--- config.mk ---
export PLATFORM = sky130hd
export DESIGN_NAME = mfb_cell
export DESIGN_NICKNAME = d
export VERILOG_FILES = /design/src/rtl/mfb_pkg.sv /design/src/rtl/mfb_cell.sv
export SDC_FILE = /design/constraint.sdc
export NUM_CORES = 1
export LEC_CHECK = 0
export ABC_AREA = 1
export BUFFER_PORTS_ARGS = -buffer_cell sky130_fd_sc_hd__buf_4
export CORE_AREA = 2 2 100 141
export CTS_CLUSTER_SIZE = 16
export DETAILED_ROUTE_END_ITERATION = 10
export DIE_AREA = 0 0 102 143
export GPL_TIMING_DRIVEN = 0
export PLACE_DENSITY = 0.48
export SYNTH_ARGS = -nofsm -noshare
export SYNTH_HDL_FRONTEND = slang
export SYNTH_SLANG_ARGS = --single-unit
--- constraint.sdc ---
create_clock -name i_clk -period 9.1 [get_ports i_clk]
set_clock_uncertainty 0.1 [all_clocks]
set_input_delay 0.91 -clock i_clk [delete_from_list [all_inputs] [get_ports i_clk]]
set_output_delay 0.91 -clock i_clk [all_outputs]
set_load 0.005 [all_outputs]
--- src/rtl/mfb_pkg.sv ---
// ----------------------------------------------------------------------------
// mfb_pkg
// Shared types, constants and the reciprocal table of the 5x5 mean filter.
// ----------------------------------------------------------------------------
package mfb_pkg;

    localparam int RADIUS       = 2;
    localparam int SPAN         = 2 * RADIUS + 1;
    localparam int LINE_ROWS    = 2 * RADIUS;
    localparam int PIX_W        = 8;
    localparam int WCFG_W       = 12;
    localparam int HCFG_W       = 13;
    localparam int ROW_W        = 13;
    localparam int POS_W        = ROW_W + WCFG_W;
    localparam int HEIGHT_LIMIT = 4096;
    localparam int RST_WIDTH    = 2048;
    localparam int RST_HEIGHT   = 1024;
    localparam int COLSUM_W     = 11;
    localparam int SUM_W        = 13;
    localparam int CNT_W        = 5;
    localparam int RECIP_W      = 19;
    localparam int RECIP_SHIFT  = 18;
    localparam int MUL_A_W      = 13;
    localparam int MUL_W        = MUL_A_W + RECIP_W;
    localparam int CFG_IDX_W    = 1;
    localparam int CFG_DATA_W   = 13;

    localparam logic [CFG_IDX_W-1:0] REG_IMAGE_WIDTH  = 1'b0;
    localparam logic [CFG_IDX_W-1:0] REG_IMAGE_HEIGHT = 1'b1;

    // control word shared by every window cell
    typedef struct packed {
        logic            shift;
        logic [SPAN-1:0] row_ok;
    } t_cell_ctl;

    typedef logic [SPAN-1:0][PIX_W-1:0] t_column;

    // ceil(2^18 / n): exact floor division of any 13-bit sum by n
    function automatic logic [RECIP_W-1:0] recip(input logic [CNT_W-1:0] n);
        logic [RECIP_W-1:0] m;
        m = '0;
        case (n)
            5'd1:    m = 19'd262144;
            5'd2:    m = 19'd131072;
            5'd3:    m = 19'd87382;
            5'd4:    m = 19'd65536;
            5'd5:    m = 19'd52429;
            5'd6:    m = 19'd43691;
            5'd7:    m = 19'd37450;
            5'd8:    m = 19'd32768;
            5'd9:    m = 19'd29128;
            5'd10:   m = 19'd26215;
            5'd11:   m = 19'd23832;
            5'd12:   m = 19'd21846;
            5'd13:   m = 19'd20165;
            5'd14:   m = 19'd18725;
            5'd15:   m = 19'd17477;
            5'd16:   m = 19'd16384;
            5'd17:   m = 19'd15421;
            5'd18:   m = 19'd14564;
            5'd19:   m = 19'd13798;
            5'd20:   m = 19'd13108;
            5'd21:   m = 19'd12484;
            5'd22:   m = 19'd11916;
            5'd23:   m = 19'd11398;
            5'd24:   m = 19'd10923;
            5'd25:   m = 19'd10486;
            default: m = '0;
        endcase
        return m;
    endfunction

endpackage

--- src/rtl/mfb_cell.sv ---
// ----------------------------------------------------------------------------
// mfb_cell
// One window column: holds SPAN samples, hands them to its left neighbor on
// a shift and gives the masked sum of its column.
// ----------------------------------------------------------------------------
module mfb_cell (
    input  logic               i_clk,
    input  logic               i_rst_n,
    input  mfb_pkg::t_cell_ctl i_ctl,
    input  logic               i_col_ok,
    input  mfb_pkg::t_column   i_col,
    output mfb_pkg::t_column   o_col,
    output logic [mfb_pkg::COLSUM_W-1:0] o_sum
);

    mfb_pkg::t_column r_col;

    // take the column from the right neighbor
    always_ff @(posedge i_clk) begin
        if (!i_rst_n) begin
            r_col <= '0;
        end else if (i_ctl.shift) begin
            r_col <= i_col;
        end
    end

    assign o_col = r_col;

    // sum the in-image rows of this column
    always_comb begin
        o_sum = '0;
        for (int r = 0; r < mfb_pkg::SPAN; r++) begin
            if (i_ctl.row_ok[r] && i_col_ok) begin
                o_sum = o_sum + mfb_pkg::COLSUM_W'(r_col[r]);
            end
        end
    end

endmodule

==> impl_metrics.env <==
export IMPL_status="finished, final reports clean"
export IMPL_tightest_slew_ns=0.6504
export IMPL_drtIter0Drc=112
export IMPL_drive_gt1_share_pct=20.16
export IMPL_cts_buffer_depth=2
export IMPL_dp_slack_ns=2.142
export IMPL_cp_max_fo=7
export IMPL_io_pins=100
export IMPL_rows=50
export IMPL_area_growth_syn_to_layout_pct=34.77
export IMPL_crit_path_end_kind="output pin"
export IMPL_final_util_pct=33.35
export IMPL_period_needed_ns=6.936
export IMPL_grt_max_degree=14
export IMPL_fin_ws_ns=2.164
export IMPL_ys_seq_area_share_pct=24.40
export IMPL_synth_top_flop_cell="dfxtp_1"
export IMPL_route_detailed_drc=0
export IMPL_rsz0062_at_grt="false"
export IMPL_maxSlewViolCount=0
export IMPL_min_path_cells=2
export IMPL_stdcell_count=807
export IMPL_total_power_w=0.0005948
export IMPL_grtUsageTotal_pct=15.23
export IMPL_ir_drop_mv=0.07132
export IMPL_finalSetupViolations=0
export IMPL_largest_register_ffs=40
export IMPL_cpMostUsedCell="nand2_1"
export IMPL_fp_dieArea_um2=14590
export IMPL_worstSetupPathType="in2out"
export IMPL_finalCritPeriodShare_pct=76.22
export IMPL_core_region_area_um2=13260
export IMPL_via_count=3666
export IMPL_yosys_area_top_type="dfxtp_1"
export IMPL_start_util_pct=24.75
export IMPL_nNetsFinal=708
export IMPL_synth_area_leaders="dfxtp_1, nand2_1, ha_1"
export IMPL_grt_pass1_wl_mm=17.02
export IMPL_place_congestion=0.8598
export IMPL_async_flop_share_pct=0
export IMPL_synth_edf_count=0
export IMPL_synth_cell_types=30
export IMPL_drt_wl_total_mm=11.15
export IMPL_postSynthAreaPerCell_um2=6.324
export IMPL_maxCapViolations=0
export IMPL_antenna_left=0
export IMPL_post_synth_top_count_cell="nand2_1"
export IMPL_yosys_area_top_type_share_pct=24.40
export IMPL_fin_tns_setup_ns=0
export IMPL_yosys_warnings=0
export IMPL_clockPowerShare_pct=36.5
export IMPL_overflow=0
export IMPL_cts_buffers=5
export IMPL_synth_area_um2=3282
export IMPL_yosys_top_cells_count="nand2_1, nor2_1, inv_1"
export IMPL_syn_inst=519
export IMPL_start_kind="input port"
export IMPL_worstPathArrival_ns=5.93
export IMPL_power_frac_comb_pct=29.9
export IMPL_root_buffer="clkbuf_16"
export IMPL_clk_latency_ns=0.29
export IMPL_r2r_worst_path_cells=2
export IMPL_switching_share_pct=31.69
export IMPL_p_int_w=0.0004063
export IMPL_antenna_found_initial=0
export IMPL_crit_required_ns=8.09
export IMPL_pwr_density_cell_nw_per_um2=134.5
export IMPL_path_clk_slew_ns=0.06
export IMPL_clock_sinks=40
export IMPL_first_pass_iters=6
export IMPL_port_buffers=98
export IMPL_dp_hpwl_mm=9.342
export IMPL_synth_nets=603
export IMPL_die_w_um=102
export IMPL_final_hold_violation_count=0
export IMPL_p_sw_w=0.0001885
export IMPL_p_leak_nw=2.291
export IMPL_post_drt_wl_per_cell_um=13.82
export IMPL_htree_levels=2
export IMPL_hp_class="reg2reg"
export IMPL_chipHeight_um=143
export IMPL_place_inst=799
export IMPL_max_slew_margin_pct=56.64
export IMPL_synth_seq_cells=40
export IMPL_viasPerCell=4.543
export IMPL_cts_tree="built"
export IMPL_antenna_cells=0
export IMPL_holdBufCountCts=0
export IMPL_cts_setup_buffers=0
export IMPL_seqPwrFrac_pct=33.6
export IMPL_grt_pass1_vias=3483
export IMPL_ctsResizeCount=0
export IMPL_slowest_stage="fa_1"
export IMPL_slowest_delay_ns=0.39
export IMPL_max_freq_ghz=0.1442
critical path: cells and delay by family:
kind / cells / cell delay (ns)
and+or+nand+nor: 17 / 2.01
adders and majority gates: 5 / 1.67
xor gates and xnor gates: 1 / 0.16
buffers and inverters: 4 / 0.33
AOI/OAI and AO/OA: 6 / 0.84
cell families (layout without fill, tap and decap cells):
group,Yosys count,after routing,synth area share [%]
DFF,40,40,24.40
adders and majority gates,35,35,14.26
xor gates and xnor gates,11,11,2.935
and+or+nand+nor,265,265,33.97
AOI/OAI and AO/OA,101,101,16.74
buffers and inverters,67,173,7.701
routing by layer:
metal  part of all wire (%)  vias up  track usage, %
met5                      0        -               0
met4                    4.4        0           7.860
met3                    3.7       22           2.154
met2                     52       93           28.12
met1                     40     1643           16.48
li1                       -     1908               -
worst paths after layout:
path                                        startpoint                endpoint  slack, ns
worst max-delay path                          i_col_ok               o_sum[10]       2.16
worst min-delay path             o_col[0]$_SDFFE_PN0P_   o_col[0]$_SDFFE_PN0P_       0.40
worst max register to register  o_col[11]$_SDFFE_PN0P_  o_col[11]$_SDFFE_PN0P_       8.26
worst min register to register   o_col[0]$_SDFFE_PN0P_   o_col[0]$_SDFFE_PN0P_       0.40
power groups by stage:
stage	sequential, W	combinational (W)	clock, W
after detailed placement	0.000205	0.000179	0
after global routing	0.000202	0.000200	0.000229
after CTS	0.000201	0.000180	0.000223
after global placement	0.000205	0.000176	0
after floorplan	0.000201	0.000103	0
final	0.000200	0.000178	0.000217
final cells by class:
type	instances	area, um^2
fillers	1527	8840
clock buffers	6	138.9
inverters	52	195.2
plain buffers	15	57.56
clock inverters	2	38.79
flip-flops and latches	40	800.8
multi-input cells	412	2228
repair buffers	98	735.7
well taps	182	227.7
placed cells by master (no fill, tap or decap), types with 2 or more instances in the layout:
cell type	synthesis	final
nand2_1	122	122
buf_4	0	98
nor2_1	80	80
inv_1	52	52
o21ai_0	49	49
dfxtp_1	40	40
nand3_1	36	36
a21oi_1	33	33
ha_1	31	31
clkbuf_1	14	14
nand2_2	7	7
o21ai_2	6	6
xor2_1	6	6
nand4_1	5	5
xnor2_1	5	5
clkbuf_16	0	5
o21ai_1	4	4
nand3b_1	4	4
and2_1	4	4
fa_1	4	4
or2_2	3	3
o21a_1	2	2
a31oi_1	2	2
o211ai_1	2	2
stage by stage:
stage | hold WS (ns) | area [um^2]
after floorplan | 0.3649 | 3282
after global placement | 0.3795 | 4245
after detailed placement | 0.3905 | 4245
after CTS | 0.4001 | 4423
after global routing | 0.4124 | 4423
final | 0.3991 | 4423
No activity file was read; power rests on OpenSTA's default activity.
